[config.mk]
export PLATFORM = sky130hd
export DESIGN_NAME = tcw_cursor
export DESIGN_NICKNAME = d
export VERILOG_FILES = /design/src/rtl/tcw_pkg.sv /design/src/rtl/tcw_cursor.sv
export SDC_FILE = /design/constraint.sdc
export NUM_CORES = 1
export LEC_CHECK = 0
export BUFFER_PORTS_ARGS = -buffer_cell sky130_fd_sc_hd__buf_2
export CORE_AREA = 2 2 64 72
export CTS_CLUSTER_DIAMETER = 150
export DETAILED_ROUTE_END_ITERATION = 12
export DIE_AREA = 0 0 66 74
export PLACE_DENSITY = 0.7
export REMOVE_ABC_BUFFERS = 1
export SETUP_SLACK_MARGIN = 0.4
export SYNTH_ARGS = -nofsm -noshare
export SYNTH_HDL_FRONTEND = slang
export SYNTH_SLANG_ARGS = --single-unit
[constraint.sdc]
create_clock -name i_clk -period 2.45 [get_ports i_clk]
set_clock_uncertainty 0.15 [all_clocks]
set_input_delay 0.49 -clock i_clk [delete_from_list [all_inputs] [get_ports i_clk]]
set_output_delay 0.49 -clock i_clk [all_outputs]
set_load 0.01 [all_outputs]
[src/rtl/tcw_pkg.sv]
// ----------------------------------------------------------------------------
// Text console writer package
// Screen geometry, derived widths, character codes, operation codes and the
// cursor command and status bundles shared by the sequencer and the cursor unit.
// ----------------------------------------------------------------------------
package tcw_pkg;

    localparam int COLUMNS  = 80;
    localparam int ROWS     = 25;
    // TAB_STOP is a power of two, so the tab phase is the low bits of a position.
    localparam int TAB_STOP = 8;
    localparam int CELLS    = COLUMNS * ROWS;

    // Port widths of the item fields.
    localparam int FUNC_W     = 3;
    localparam int CHAR_W     = 8;
    localparam int IN_COL_W   = 7;
    localparam int IN_ROW_W   = 5;
    localparam int OUT_COL_W  = 7;
    localparam int OUT_ROW_W  = 5;

    // Internal widths follow the geometry.
    localparam int CW  = $clog2(COLUMNS);
    localparam int RW  = $clog2(ROWS);
    localparam int AW  = $clog2(CELLS);
    localparam int PHW = (TAB_STOP > 1) ? $clog2(TAB_STOP) : 1;

    // Tab phase of the last row start, where the cursor lands after a scroll.
    localparam int SCROLL_PHASE = (CELLS - COLUMNS) % TAB_STOP;

    localparam logic [CHAR_W-1:0] CH_NEWLINE = 8'h0A;
    localparam logic [CHAR_W-1:0] CH_TAB     = 8'h09;
    localparam logic [CHAR_W-1:0] CH_SPACE   = 8'h20;

    // Operation codes of the func field; the remaining codes do nothing.
    typedef enum logic [FUNC_W-1:0] {
        FN_PRINT      = 3'd0,
        FN_SET_CURSOR = 3'd1,
        FN_CLEAR      = 3'd2,
        FN_WRITE_CELL = 3'd3,
        FN_READ_CELL  = 3'd4
    } t_func;

    typedef enum logic [2:0] {
        CUR_NONE,
        CUR_ZERO,
        CUR_STEP,
        CUR_HOME,
        CUR_LOAD
    } t_cur_op;

    typedef struct packed {
        t_cur_op         op;
        logic [CW-1:0]   col;
        logic [RW-1:0]   row;
        logic [AW-1:0]   pos;
    } t_cur_cmd;

    typedef struct packed {
        logic [CW-1:0]   col;
        logic [RW-1:0]   row;
        logic [AW-1:0]   pos;
        logic            line_end;
        logic            tab_end;
        logic            at_end;
    } t_cur_stat;

endpackage

[src/rtl/tcw_cursor.sv]
// ----------------------------------------------------------------------------
// Cursor unit
// Holds the cursor as column, row, linear position and tab phase, and
// advances it one cell per step. A loaded position takes its tab phase from
// the low bits of the position.
// ----------------------------------------------------------------------------
module tcw_cursor
    import tcw_pkg::*;
(
    input  logic      i_clk,
    input  logic      i_rst_n,
    input  t_cur_cmd  i_cmd,
    output t_cur_stat o_stat
);

    logic [CW-1:0]  r_col;
    logic [RW-1:0]  r_row;
    logic [AW-1:0]  r_pos;
    logic [PHW-1:0] r_phase;

    logic           line_end;

    assign line_end = (r_col == CW'(COLUMNS - 1));

    always_ff @(posedge i_clk) begin
        if (!i_rst_n) begin
            r_col   <= '0;
            r_row   <= '0;
            r_pos   <= '0;
            r_phase <= '0;
        end else begin
            case (i_cmd.op)
                CUR_ZERO: begin
                    r_col   <= '0;
                    r_row   <= '0;
                    r_pos   <= '0;
                    r_phase <= '0;
                end
                CUR_STEP: begin
                    r_pos <= r_pos + 1'b1;
                    if (line_end) begin
                        r_col <= '0;
                        r_row <= r_row + 1'b1;
                    end else begin
                        r_col <= r_col + 1'b1;
                    end
                    if (r_phase == PHW'(TAB_STOP - 1)) begin
                        r_phase <= '0;
                    end else begin
                        r_phase <= r_phase + 1'b1;
                    end
                end
                CUR_HOME: begin
                    r_col   <= '0;
                    r_row   <= RW'(ROWS - 1);
                    r_pos   <= AW'(CELLS - COLUMNS);
                    r_phase <= PHW'(SCROLL_PHASE);
                end
                CUR_LOAD: begin
                    r_col   <= i_cmd.col;
                    r_row   <= i_cmd.row;
                    r_pos   <= i_cmd.pos;
                    r_phase <= PHW'(i_cmd.pos % AW'(TAB_STOP));
                end
                default: begin
                end
            endcase
        end
    end

    always_comb begin
        o_stat.col      = r_col;
        o_stat.row      = r_row;
        o_stat.pos      = r_pos;
        o_stat.line_end = line_end;
        o_stat.tab_end  = (r_phase == PHW'(TAB_STOP - 1));
        o_stat.at_end   = line_end && (r_row == RW'(ROWS - 1));
    end

endmodule

### Word level (Yosys, flattened, before mapping)

Cells that the tools add are included.

| word-level totals | value |
|---|---|
| output and inout port bits | 26 |
| flip-flop bits (word level) | 26 |
| word-level logic and storage cells | 28 |
| input bits | 28 |

| operators by class | value |
|---|---|
| equal/unequal tests | 8 |
| $add $sub $neg | 4 |
| mux-type cells | 7 |
| reduce and logical (&&, ||, !) cells | 5 |

Operators by type and width:

| cell | number |
|---|---|
| $pmux 11 s4 | 1 |
| $pmux 7 s3 | 1 |
| $pmux 5 s4 | 1 |
| $add 11x1->11 const B | 1 |
| $pmux 3 s3 | 1 |
| $add 7x1->7 const B | 1 |
| $eq 7x7->1 const B | 1 |
| $mux 7 | 1 |
| $eq 3x2->1 const B | 2 |
| $eq 3x3->1 const B | 2 |
| $add 5x1->5 const B | 1 |
| $eq 5x5->1 const B | 1 |
| $mux 5 | 1 |
| $reduce_bool 4->1 | 1 |
| $add 3x1->3 const B | 1 |
| $eq 3x1->1 const B | 1 |
| $mux 3 | 1 |
| $reduce_bool 3->1 | 1 |
| $ne 2x2->1 const B | 1 |
| $reduce_and 2->1 | 1 |
| $reduce_or 2->1 | 1 |
| $logic_and 1x1->1 | 1 |

### Depth between registers and ports, before layout

Gate-level depths: netlist of the first run.

| logic depth | value |
|---|---|
| word-level depth | 3 |
| mapped depth | 7 |
| gate-level depth less buffers | 6 |

### Worst setup path after synthesis of the first run

OpenSTA, ideal clock, no wires.

| path | value |
|---|---|
| path type | register to output |
| start | register r_col[0] |
| end | output o_stat[2] (netlist name) |
| required time | 1.810 ns |
| slack | 0.549 ns |
| arrival | 1.261 ns |
| stages on the path, launching flop included | 6 |
| path buffers | 1 |
| cell sequence | dfxtp_1 -> ha_1 -> and3_1 -> nand3_2 -> inv_2 -> buf_4 |

| on the way | value |
|---|---|
| word-level cells in the longest chain between the ends | 1 |

RTL lines:

| item | line | RTL |
|---|---|---|
| start: declaration | tcw_cursor.sv:16 | `logic [CW-1:0] r_col;` |
| start signal: assignment | tcw_cursor.sv:45 | `r_col <= r_col + 1'b1;` |
| start signal: assignment | tcw_cursor.sv:60 | `r_col <= i_cmd.col;` |
| $eq 7x7->1 | tcw_cursor.sv:23 | `assign line_end = (r_col == CW'(COLUMNS - 1));` |
| end: declaration | tcw_cursor.sv:13 | `output t_cur_stat o_stat` |

No other way between the ends.

==> results by group, run 1 <==
Logic synthesis
  • Post-synth top area share: 0.283
  • Avg Cell Area, Syn: 7.85 sq um
  • Number of flops mapped to enable cells by yosys: 0
  • Cell with the most instances after synthesis: dfxtp_1
  • Cell Area, Synth: 1840 sq um
  • Synth Instances: 234
  • Synth warnings: 0
  • #FFs+latches synth: 26
  • Top post-synthesis cells by area: dfxtp_1 (28%), a21oi_1 (5.4%), nand2_1 (4.3%)
  • Async SR Flop Fraction: 0
  • Synth Flop Type: dfxtp_1
  • Commonest cells in the netlist: dfxtp_1 (26), nand2_1 (21), a21oi_1 (20)
  • Sequential area share after synthesis: 0.283
  • Post-synth top area cell: dfxtp_1
  • Netlist cell types: 52

Die
  • Die H: 74 um
  • FP Rows: 25
  • IO Pins: 54
  • DIE AREA: 4880 sq um
  • Initial Utilization: 0.438
  • Die width: 66 um
  • CORE AREA: 4190 sq um

Global routing
  • First-pass GRT wire length: 8270 um
  • Vias in the first global route: 1,704
  • Initial antenna violation count: 0
  • Pin count of the biggest net entering global routing: 23
  • Gr ovfl total: 0
  • Total track usage: 0.216

Final layout
  • Diodes inserted: 0
  • Share of cells above drive strength 1: 0.309
  • Final nets: 323
  • P&R area growth vs syn: 23.8%

Detailed routing
  • Initial DRC count: 166
  • Routed vias/inst: 5.81
  • Detailed-route via count: 1,987
  • Final ANT Viol Nets: 0
  • 1st-pass router iterations: 4
  • WL/cell: 15.1 um
  • Post-route DRC: 0
  • Post-Route WL: 5150 um

CTS
  • H-tree Lvls: 1
  • Clock transition at the registers of the reported paths: 0.10 ns
  • Root Driver: clkbuf_8
  • CTS Sinks: 26
  • TritonCTS clock tree: yes
  • Hold Buf Count CTS: 0
  • Worst-Skew Late Latency: 0.28 ns
  • CTS Buf Count: 3
  • CTS Buffer Depth: 2

Hold path
  • Hold WC Path Type: in -> reg

Timing
  • Unrepaired setup endpoints after global routing: no
  • Max_slew headroom: 0.712
  • Slew Viols, Final: 0
  • Worst-Margin Slew: 0.431 ns
  • Final Cycle Share: 0.800
  • Setup_tns: 0 ns
  • Final min period: 1.96 ns
  • F_max: 510 MHz
  • Worst hold slack: 0.269 ns
  • Fin. Hold Viols: 0
  • Final setup violation count: 0

Critical path
  • Critical path launch point type: register
  • Crit-path max FO: 4
  • CP Depth: 5
  • CP max stage delay: 0.37 ns
  • Reg2reg setup slack: 0.62 ns
  • Data required, critical path: 1.81 ns
  • CP cell instances: ha_4 > and3_4 > nand3_4 > nor2_2 > buf_2
  • Crit Path Class: reg -> out
  • Critical path buffers and inverters: 1
  • CP max stage cell: dfxtp_4
  • Worst R2R End: r_row[4]$_SDFFE_PN0P_
  • Setup crit end: o_stat[0]
  • Family with the most delay on the worst path: simple AND/OR/NAND/NOR gates
  • Reg2Reg Launch Point: r_col[0]$_SDFFE_PN0P_
  • Crit path from: r_col[0]$_SDFFE_PN0P_
  • Crit end category: output pin
  • Worst EP arrival: 1.32 ns
  • Worst Reg-to-Reg Cells: 7

Outcome
  • Status: finished, final reports clean

Job
  • Max_cap viols: 0

Power
  • Sw Pwr: 0.286 mW
  • Clk pwr share: 0.303
  • PwrDens: 423 nW/um^2
  • Maximum vdd drop: 230 uV
  • Combinational group share of total power: 0.210
  • Power Internal: 0.677 mW
  • Share of power burned in registers: 0.487
  • Leakage: 0.946 nW
  • Sw Ratio: 0.297

Place
  • Port-buffer cells: 53
  • Post-DP HPWL: 3670 um
  • GP Congestion: 0.818
[power by group through the flow]
| stage | registers [mW] | logic (mW) | clock network (mW) |
|---|---|---|---|
| 3_3_place_gp | 0.477 | 0.193 | 0 |
| 4_1_cts | 0.467 | 0.202 | 0.299 |
| 5_1_grt | 0.473 | 0.225 | 0.316 |
| 3_5_place_dp | 0.478 | 0.194 | 0 |
| 6_report | 0.468 | 0.202 | 0.292 |
| 2_1_floorplan | 0.481 | 0.0954 | 0 |
[per-stage QoR]
step	setup slack, ns	instances	utilization	power (mW)	instance area, sq um
5_1_grt	0.434	342	0.542	1.01	2270
3_5_place_dp	0.393	332	0.510	0.672	2140
6_report	0.490	342	0.542	0.963	2270
3_3_place_gp	0.418	332	0.510	0.670	2140
4_1_cts	0.413	340	0.536	0.967	2240
2_1_floorplan	0.575	217	-	0.576	1740
[per-layer routing]
layer  routed length, um  vias up  track usage
li1                    -     1005            -
met1                2300      916        0.291
met2                2490       59        0.365
met3                 299        7       0.0287
met4                  67        0       0.0590
met5                   0        -            0
[registers in the layout, indices dropped and copies added, names as in the netlist]
| name | cells |
|---|---|
| r_phase | 3 |
| r_col | 7 |
| r_pos | 11 |
| r_row | 5 |
[worst reg2reg max path, delay by kind of cell (launching register included)]
family	cells	cell delay, ns
compound gates	2	0.59
fa+ha+maj	1	0.16
buf+inv	2	0.18
flops	1	0.36
simple gates	2	0.29
[cell type report]
type,instances,area [sq um]
sequential,26,527
clock buffer,4,55.1
multi-input combinational,179,1210
fill,421,1920
timing repair buffer,67,370
tap,54,67.6
inverter,12,47.5
[timing repair]
item / CTS / global route
pin swaps: 1 / 0
resized for setup: 8 / 3
setup endpoints to repair: 2 / 2
buffers inserted: 4 / 2
[cells in the final DEF (no fill, tap or decap), types with 2 or more instances in the layout]
master,instances
a211oi_1,2
a21oi_1,20
a221oi_1,5
a222oi_1,2
a22o_1,5
a22oi_1,3
a2bb2oi_1,4
a31oi_1,3
a32o_1,5
a32oi_1,2
and3_4,2
and4_1,2
buf_2,53
buf_4,14
clkbuf_8,4
dfxtp_1,23
dfxtp_2,2
ha_1,5
inv_1,11
mux2_2,5
mux2i_1,2
nand2_1,21
nand2b_1,2
nand3_1,13
nand4_1,9
nor2_1,12
nor3_1,4
nor4_1,4
o21a_1,3
o21ai_0,14
o22ai_1,3
o31a_1,3
or3_1,4
[worst min path at each step]
stage | startpoint | endpoint | slack, ns | cells past startpoint
after global placement | r_phase[0]$_SDFFE_PN0P_ | r_phase[0]$_SDFFE_PN0P_ | 0.32 | 2
final | i_cmd[21] | r_col[5]$_SDFFE_PN0P_ | 0.27 | 3
after floorplan | r_phase[0]$_SDFFE_PN0P_ | r_phase[0]$_SDFFE_PN0P_ | 0.30 | 2
after CTS | i_cmd[21] | r_col[5]$_SDFFE_PN0P_ | 0.27 | 3
after global routing | i_cmd[21] | r_col[5]$_SDFFE_PN0P_ | 0.29 | 3
after detailed placement | r_phase[0]$_SDFFE_PN0P_ | r_phase[0]$_SDFFE_PN0P_ | 0.33 | 2
[cell families after synthesis]
logic type | after synthesis | synth area share
buffers and inverters | 29 | 0.0749
muxes | 7 | 0.0416
xor gates and xnor gates | 1 | 0.00477
AOI/OAI and AO/OA | 80 | 0.302
and+or+nand+nor | 85 | 0.252
DFF | 26 | 0.283
adders and majority gates | 6 | 0.0409
Note: power is estimated with default switching activity, not from simulation.
==> run 2: changes to the inputs <==
==> constraint.sdc (replaced) <==
create_clock -name i_clk -period 1.96 [get_ports i_clk]
set_clock_uncertainty 0.15 [all_clocks]
set_input_delay 0.392 -clock i_clk [delete_from_list [all_inputs] [get_ports i_clk]]
set_output_delay 0.392 -clock i_clk [all_outputs]
set_load 0.01 [all_outputs]
==> run 2 against run 1 <==
  * Combinational power is 40% higher
  * Via count is 5.5% higher
  * Total power is 22% higher
==> results by group, run 2 (synthesized netlist as in run 1, its figures left out) <==
Outcome
  • Status: finished, final reports clean

Timing
  • Final min period: 1.85 ns
  • Setup_tns: 0 ns (unchanged)
  • Final setup violation count: 0 (unchanged)
  • Slew Viols, Final: 0 (unchanged)
  • Unrepaired setup endpoints after global routing: yes
  • Worst hold slack: 0.191 ns (-0.0774 ns)
  • Fin. Hold Viols: 0 (unchanged)
  • Worst-Margin Slew: 0.555 ns (+0.123 ns)
  • F_max: 541 MHz
  • Max_slew headroom: 0.629 (-0.0830)
  • Setup slack after layout: 0.111 ns (-0.379 ns)
  • Final Cycle Share: 0.943

Global routing
  • Initial antenna violation count: 0 (unchanged)
  • Total track usage: 0.227 (+0.0112)
  • GR Layer Usage met1: 0.292 (+0.00121)
  • Vias in the first global route: 1,955 (+15%)
  • First-pass GRT wire length: 8830 um (+6.8%)
  • Pin count of the biggest net entering global routing: 21 (-8.7%)
  • Global route hottest layer: met2
  • Global routing usage on met2: 0.398 (+0.0337)
  • Gr ovfl total: 0 (unchanged)
  • Grt met3 use: 0.0272 (-0.00151)

Detailed routing
  • Routed vias/inst: 5.97 (+2.8%)
  • Final ANT Viol Nets: 0 (unchanged)
  • WL/cell: 15.5 um (+2.7%)
  • Initial DRC count: 156 (-6.0%)
  • Detailed-route via count: 2,096 (+5.5%)
  • 1st-pass router iterations: 4 (unchanged)
  • Post-route DRC: 0 (unchanged)
  • Post-Route WL: 5430 um (+5.4%)

Die
  • CORE AREA: 4190 sq um (unchanged)
  • Initial Utilization: 0.438 (unchanged)
  • Die H: 74 um (unchanged)
  • DIE AREA: 4880 sq um (unchanged)
  • Die width: 66 um (unchanged)
  • IO Pins: 54 (unchanged)
  • FP Rows: 25 (unchanged)

Final layout
  • Filler cells: 401 (-4.8%)
  • Largest Register: r_pos
  • Diodes inserted: 0 (unchanged)
  • Commonest non-fill, non-tap cell in the layout: buf_2
  • Most frequent cells in the layout: buf_2 (49), nand2_1 (21), a21oi_1 (19)
  • Fin area: 2510 sq um (+10%)
  • Final Util: 0.599 (+0.0561)
  • Non-Filler Instances: 351 (+2.6%)
  • Final nets: 333 (+3.1%)
  • Share of cells above drive strength 1: 0.404 (+0.0950)
  • Max FFs per register: 11 (unchanged)
  • P&R area growth vs syn: 36.6%
  • Largest regs: r_pos: 11 flops, r_col: 7 flops, r_row: 5 flops

Power
  • Maximum vdd drop: 264 uV (+15%)
  • Share of power burned in registers: 0.499 (+0.012)
  • Sw Pwr: 0.356 mW (+24%)
  • Leakage: 1.02 nW (+7.4%)
  • Total power draw: 1.18 mW (+22%)
  • Combinational group share of total power: 0.240 (+0.030)
  • PwrDens: 469 nW/um^2 (+11%)
  • Sw Ratio: 0.302 (+0.00536)
  • Clk pwr share: 0.262 (-0.041)
  • Power Internal: 0.821 mW (+21%)

Place
  • Port-buffer cells: 53 (unchanged)
  • Pre-CTS WS: 0.122 ns (-0.271 ns)
  • Post-DP HPWL: 3920 um (+6.9%)
  • Dpl cells: 337 (+1.5%)
  • Placed instance area: 2190 sq um (+2.3%)
  • GP Congestion: 0.829 (+1.4%)

Critical path
  • Data required, critical path: 1.42 ns (-0.39 ns)
  • Crit Path Class: reg -> out
  • Crit-path max FO: 3 (-1)
  • Critical path launch point type: register
  • Worst EP arrival: 1.31 ns (about the same)
  • Crit end category: output pin

Job
  • Max_cap viols: 0 (unchanged)

CTS
  • CTS Sinks: 26 (unchanged)
  • TritonCTS clock tree: yes
  • H-tree Lvls: 1 (unchanged)
  • Clock transition at the registers of the reported paths: 0.09 ns (about the same)
  • CTS Buf Count: 3 (unchanged)
  • CTS Buffer Depth: 2 (unchanged)
  • Worst-Skew Late Latency: 0.27 ns (about the same)
  • Hold Buf Count CTS: 0 (unchanged)
  • Root Driver: clkbuf_8

Hold path
  • Hold WC Path Type: in -> reg
-- run 2: cell types whose count changed in the layout (fill, tap and decap cells not counted), moves of 3 or more --
cell | before | now
buf_4 | 14 | 18
nand3_1 | 13 | 10
ha_4 | 1 | 4
dfxtp_2 | 2 | 11
buf_2 | 53 | 49
dfxtp_1 | 23 | 12
ha_1 | 5 | 2
buf_6 | 0 | 7
-- run 2: area by class of cell --
type / instances / area [sq um] / area share
multi-input combinational: 179 / 1320 / 0.524
sequential: 26 / 546 / 0.217
timing repair buffer: 77 / 494 / 0.197
tap: 54 / 67.6 / 0.0269
inverter: 12 / 45.0 / 0.0180
clock buffer: 3 / 41.3 / 0.0165
-- run 2: final timing paths --
check | slack (ns) | cells after the start | end | start
setup / recovery | 0.11 | 5 | o_stat[0] | r_col[0]$_SDFFE_PN0P_
hold / removal | 0.19 | 3 | r_col[6]$_SDFFE_PN0P_ | i_cmd[22]
setup reg to reg | 0.20 | 8 | r_col[4]$_SDFFE_PN0P_ | r_col[0]$_SDFFE_PN0P_
hold reg to reg | 0.39 | 2 | r_col[2]$_SDFFE_PN0P_ | r_col[2]$_SDFFE_PN0P_
-- run 2: worst max-delay path, stage by stage (launching register included) --
cell     delay, ns
dfxtp_2       0.36
ha_4          0.14
and3_4        0.21
nand3_4       0.10
nor2_2        0.10
buf_2         0.13
-- run 2: power by group through the flow --
| stage | Sequential [mW] | Combinational (mW) | Clock, mW |
|---|---|---|---|
| 2_1_floorplan | 0.601 | 0.119 | 0 |
| 4_1_cts | 0.586 | 0.274 | 0.311 |
| 5_1_grt | 0.592 | 0.310 | 0.334 |
| 3_5_place_dp | 0.596 | 0.255 | 0 |
| 3_3_place_gp | 0.595 | 0.251 | 0 |
| 6_report | 0.587 | 0.282 | 0.308 |
-- run 2: routing by layer --
metal  share of wire  up-vias
li1                -     1024
met1            0.42      988
met2            0.50       77
met3           0.068        7
met4           0.013        0
met5               0        -
-- run 2: what timing repair did --
| action | in CTS | in global routing |
|---|---|---|
| gates resized for setup | 32 | 19 |
| pin swaps | 16 | 10 |
| buffers inserted | 8 | 3 |
| endpoints found under the setup margin | 19 | 24 |
==> run 3: changes to the inputs <==
--- a/config.mk
+++ b/config.mk
@@ -6,11 +6,11 @@
 export NUM_CORES = 1
 export LEC_CHECK = 0
 export BUFFER_PORTS_ARGS = -buffer_cell sky130_fd_sc_hd__buf_2
-export CORE_AREA = 2 2 64 72
+export CORE_AREA = 2 2 74 62
 export CTS_CLUSTER_DIAMETER = 150
 export DETAILED_ROUTE_END_ITERATION = 12
-export DIE_AREA = 0 0 66 74
-export PLACE_DENSITY = 0.7
+export DIE_AREA = 0 0 76 64
+export PLACE_DENSITY = 0.71
 export REMOVE_ABC_BUFFERS = 1
 export SETUP_SLACK_MARGIN = 0.4
 export SYNTH_ARGS = -nofsm -noshare
==> constraint.sdc (replaced) <==
create_clock -name i_clk -period 1.96 [get_ports i_clk]
set_clock_uncertainty 0.15 [all_clocks]
set_input_delay 0 -clock i_clk [delete_from_list [all_inputs] [get_ports i_clk]]
set_output_delay 0 -clock i_clk [all_outputs]
set_load 0.01 [all_outputs]
==> run 3 against run 2 <==
  * Sequential power about the same
  * Utilization is 5.6 points higher
  * Setup slack improved by 0.25 ns
  * Sequential cell count unchanged
  * Design area grew 6.3%
  * Die area is 0.41% lower
  * Total power is 5.6% higher
  * Routed wire length grew 9.6%
  * Register-to-register slack better by 0.16 ns
==> results by group, run 3 (synthesized netlist as in run 1, its figures left out) <==
Global routing
  • Initial antenna violation count: 0 (unchanged)
  • Gr ovfl total: 0 (unchanged)
  • Pin count of the biggest net entering global routing: 26 (+24%)
  • Total track usage: 0.241 (+0.0139)
  • First-pass GRT wire length: 9560 um (+8.3%)
  • Vias in the first global route: 1,980 (+1.3%)

Critical path
  • Crit-path max FO: 5 (+2)
  • Data required, critical path: 1.99 ns (+0.57 ns)
  • Crit end category: register
  • CP max stage delay: 0.36 ns (about the same)
  • CP max stage cell: dfxtp_4
  • CP cell instances: ha_4 > and3_4 > nand3_4 > inv_4 > o311a_4 > a32o_1
  • Critical path launch point type: register
  • Crit Path Class: reg -> reg
  • Worst EP arrival: 1.63 ns (+0.32 ns)

Detailed routing
  • Routed vias/inst: 5.90 (-1.1%)
  • Post-Route WL: 5950 um (+9.6%)
  • Detailed-route via count: 2,190 (+4.5%)
  • WL/cell: 16.0 um (+3.7%)
  • Initial DRC count: 138 (-12%)
  • 1st-pass router iterations: 5 (+1)
  • Post-route DRC: 0 (unchanged)
  • Final ANT Viol Nets: 0 (unchanged)

Timing
  • Final setup violation count: 0 (unchanged)
  • Fin. Hold Viols: 0 (unchanged)
  • Unrepaired setup endpoints after global routing: yes
  • Slew Viols, Final: 0 (unchanged)
  • Final min period: 1.60 ns (-0.246 ns)
  • Worst hold slack: 0.0132 ns (-0.178 ns)
  • F_max: 624 MHz (+15%)
  • Worst-Margin Slew: 0.588 ns (+0.0331 ns)
  • Final Cycle Share: 0.818 (-0.126)
  • Max_slew headroom: 0.606 (-0.0235)
  • Setup_tns: 0 ns (unchanged)

Die
  • Die width: 76 um (+15%)
  • Initial Utilization: 0.451 (+0.0128)
  • CORE AREA: 4070 sq um (-2.8%)
  • DIE AREA: 4860 sq um (-0.41%)
  • Die H: 64 um (-14%)
  • IO Pins: 54 (unchanged)
  • FP Rows: 21 (-16%)

Final layout
  • Most frequent cells in the layout: buf_2 (51), nand2_1 (20), dlygate4sd3_1 (20)
  • Largest Register: r_pos
  • P&R area growth vs syn: 45.2%
  • Commonest non-fill, non-tap cell in the layout: buf_2
  • Largest regs: r_pos: 11 flops, r_col: 7 flops, r_row: 5 flops
  • Max FFs per register: 11 (unchanged)
  • Final nets: 349 (+4.8%)
  • Diodes inserted: 0 (unchanged)
  • Share of cells above drive strength 1: 0.360 (-0.0442)

CTS
  • TritonCTS clock tree: yes
  • CTS Buffer Depth: 2 (unchanged)
  • Clock transition at the registers of the reported paths: 0.09 ns (about the same)
  • H-tree Lvls: 1 (unchanged)
  • Worst-Skew Late Latency: 0.28 ns (about the same)
  • Root Driver: clkbuf_8
  • CTS Sinks: 26 (unchanged)
  • CTS Buf Count: 3 (unchanged)

Power
  • Leakage: 1.09 nW (+7.4%)
  • PwrDens: 466 nW/um^2 (-0.67%)
  • Maximum vdd drop: 348 uV (+31%)

Job
  • Max_cap viols: 0 (unchanged)

Outcome
  • Status: finished, final reports clean

Place
  • Port-buffer cells: 53 (unchanged)
  • Post-DP HPWL: 3810 um (-2.9%)
  • GP Congestion: 0.885 (+6.8%)

Hold path
  • Hold WC Path Type: in -> reg
==> run 3: layout make-up <==
class | instances | area [sq um]
Fill cell | 342 | 1410
Multi-Input combinational cell | 179 | 1290
Timing Repair Buffer | 93 | 651
Sequential cell | 26 | 549
Tap cell | 57 | 71.3
Clock buffer | 4 | 55.1
Inverter | 12 | 47.5
==> run 3: path summary, 6_finish.rpt <==
check,from,endpoint,slack [ns],cells past startpoint
worst max-delay path,r_col[1]$_SDFFE_PN0P_,r_row[2]$_SDFFE_PN0P_,0.36,6
worst max register to register,r_col[1]$_SDFFE_PN0P_,r_row[2]$_SDFFE_PN0P_,0.36,6
worst min register to register,r_phase[0]$_SDFFE_PN0P_,r_phase[0]$_SDFFE_PN0P_,0.34,2
worst min-delay path,i_cmd[23],r_pos[3]$_SDFFE_PN0P_,0.01,2
==> run 3: per-stage QoR <==
stage	total power, mW	cells	utilization	setup WS, ns	area, sq um
4_1_cts	1.25	369	0.629	0.364	2560
3_3_place_gp	0.834	334	0.524	0.205	2130
2_1_floorplan	0.720	217	-	0.101	1740
3_5_place_dp	0.838	334	0.524	0.150	2130
5_1_grt	1.31	371	0.655	0.306	2670
6_report	1.24	371	0.655	0.357	2670
==> run 3: worst max-delay path, delay by kind of cell (launching register included) <==
kind            cells  cell delay, ns
buf+inv             1            0.05
fa+ha+maj           1            0.15
compound gates      2            0.51
simple gates        2            0.27
flops               1            0.36
==> run 3: routing by layer <==
metal | global-route usage | vias up | share of wire
li1 | - | 1058 | -
met1 | 0.329 | 1048 | 0.48
met2 | 0.396 | 77 | 0.45
met3 | 0.0367 | 7 | 0.053
met4 | 0.0705 | 0 | 0.0096
met5 | 0 | - | 0
==> run 3: timing repair <==
action	4_1_cts	5_1_grt
hold buffers	20	0
setup buffers	11	2
endpoints found under the setup margin	18	17
hold endpoints to repair	22	0
gates resized for setup	24	24
pin swaps	10	15
==> run 3: where the power goes <==
part	switching [mW]	internal [mW]
sequential	0.0344	0.549
combinational	0.155	0.144
clock	0.179	0.180
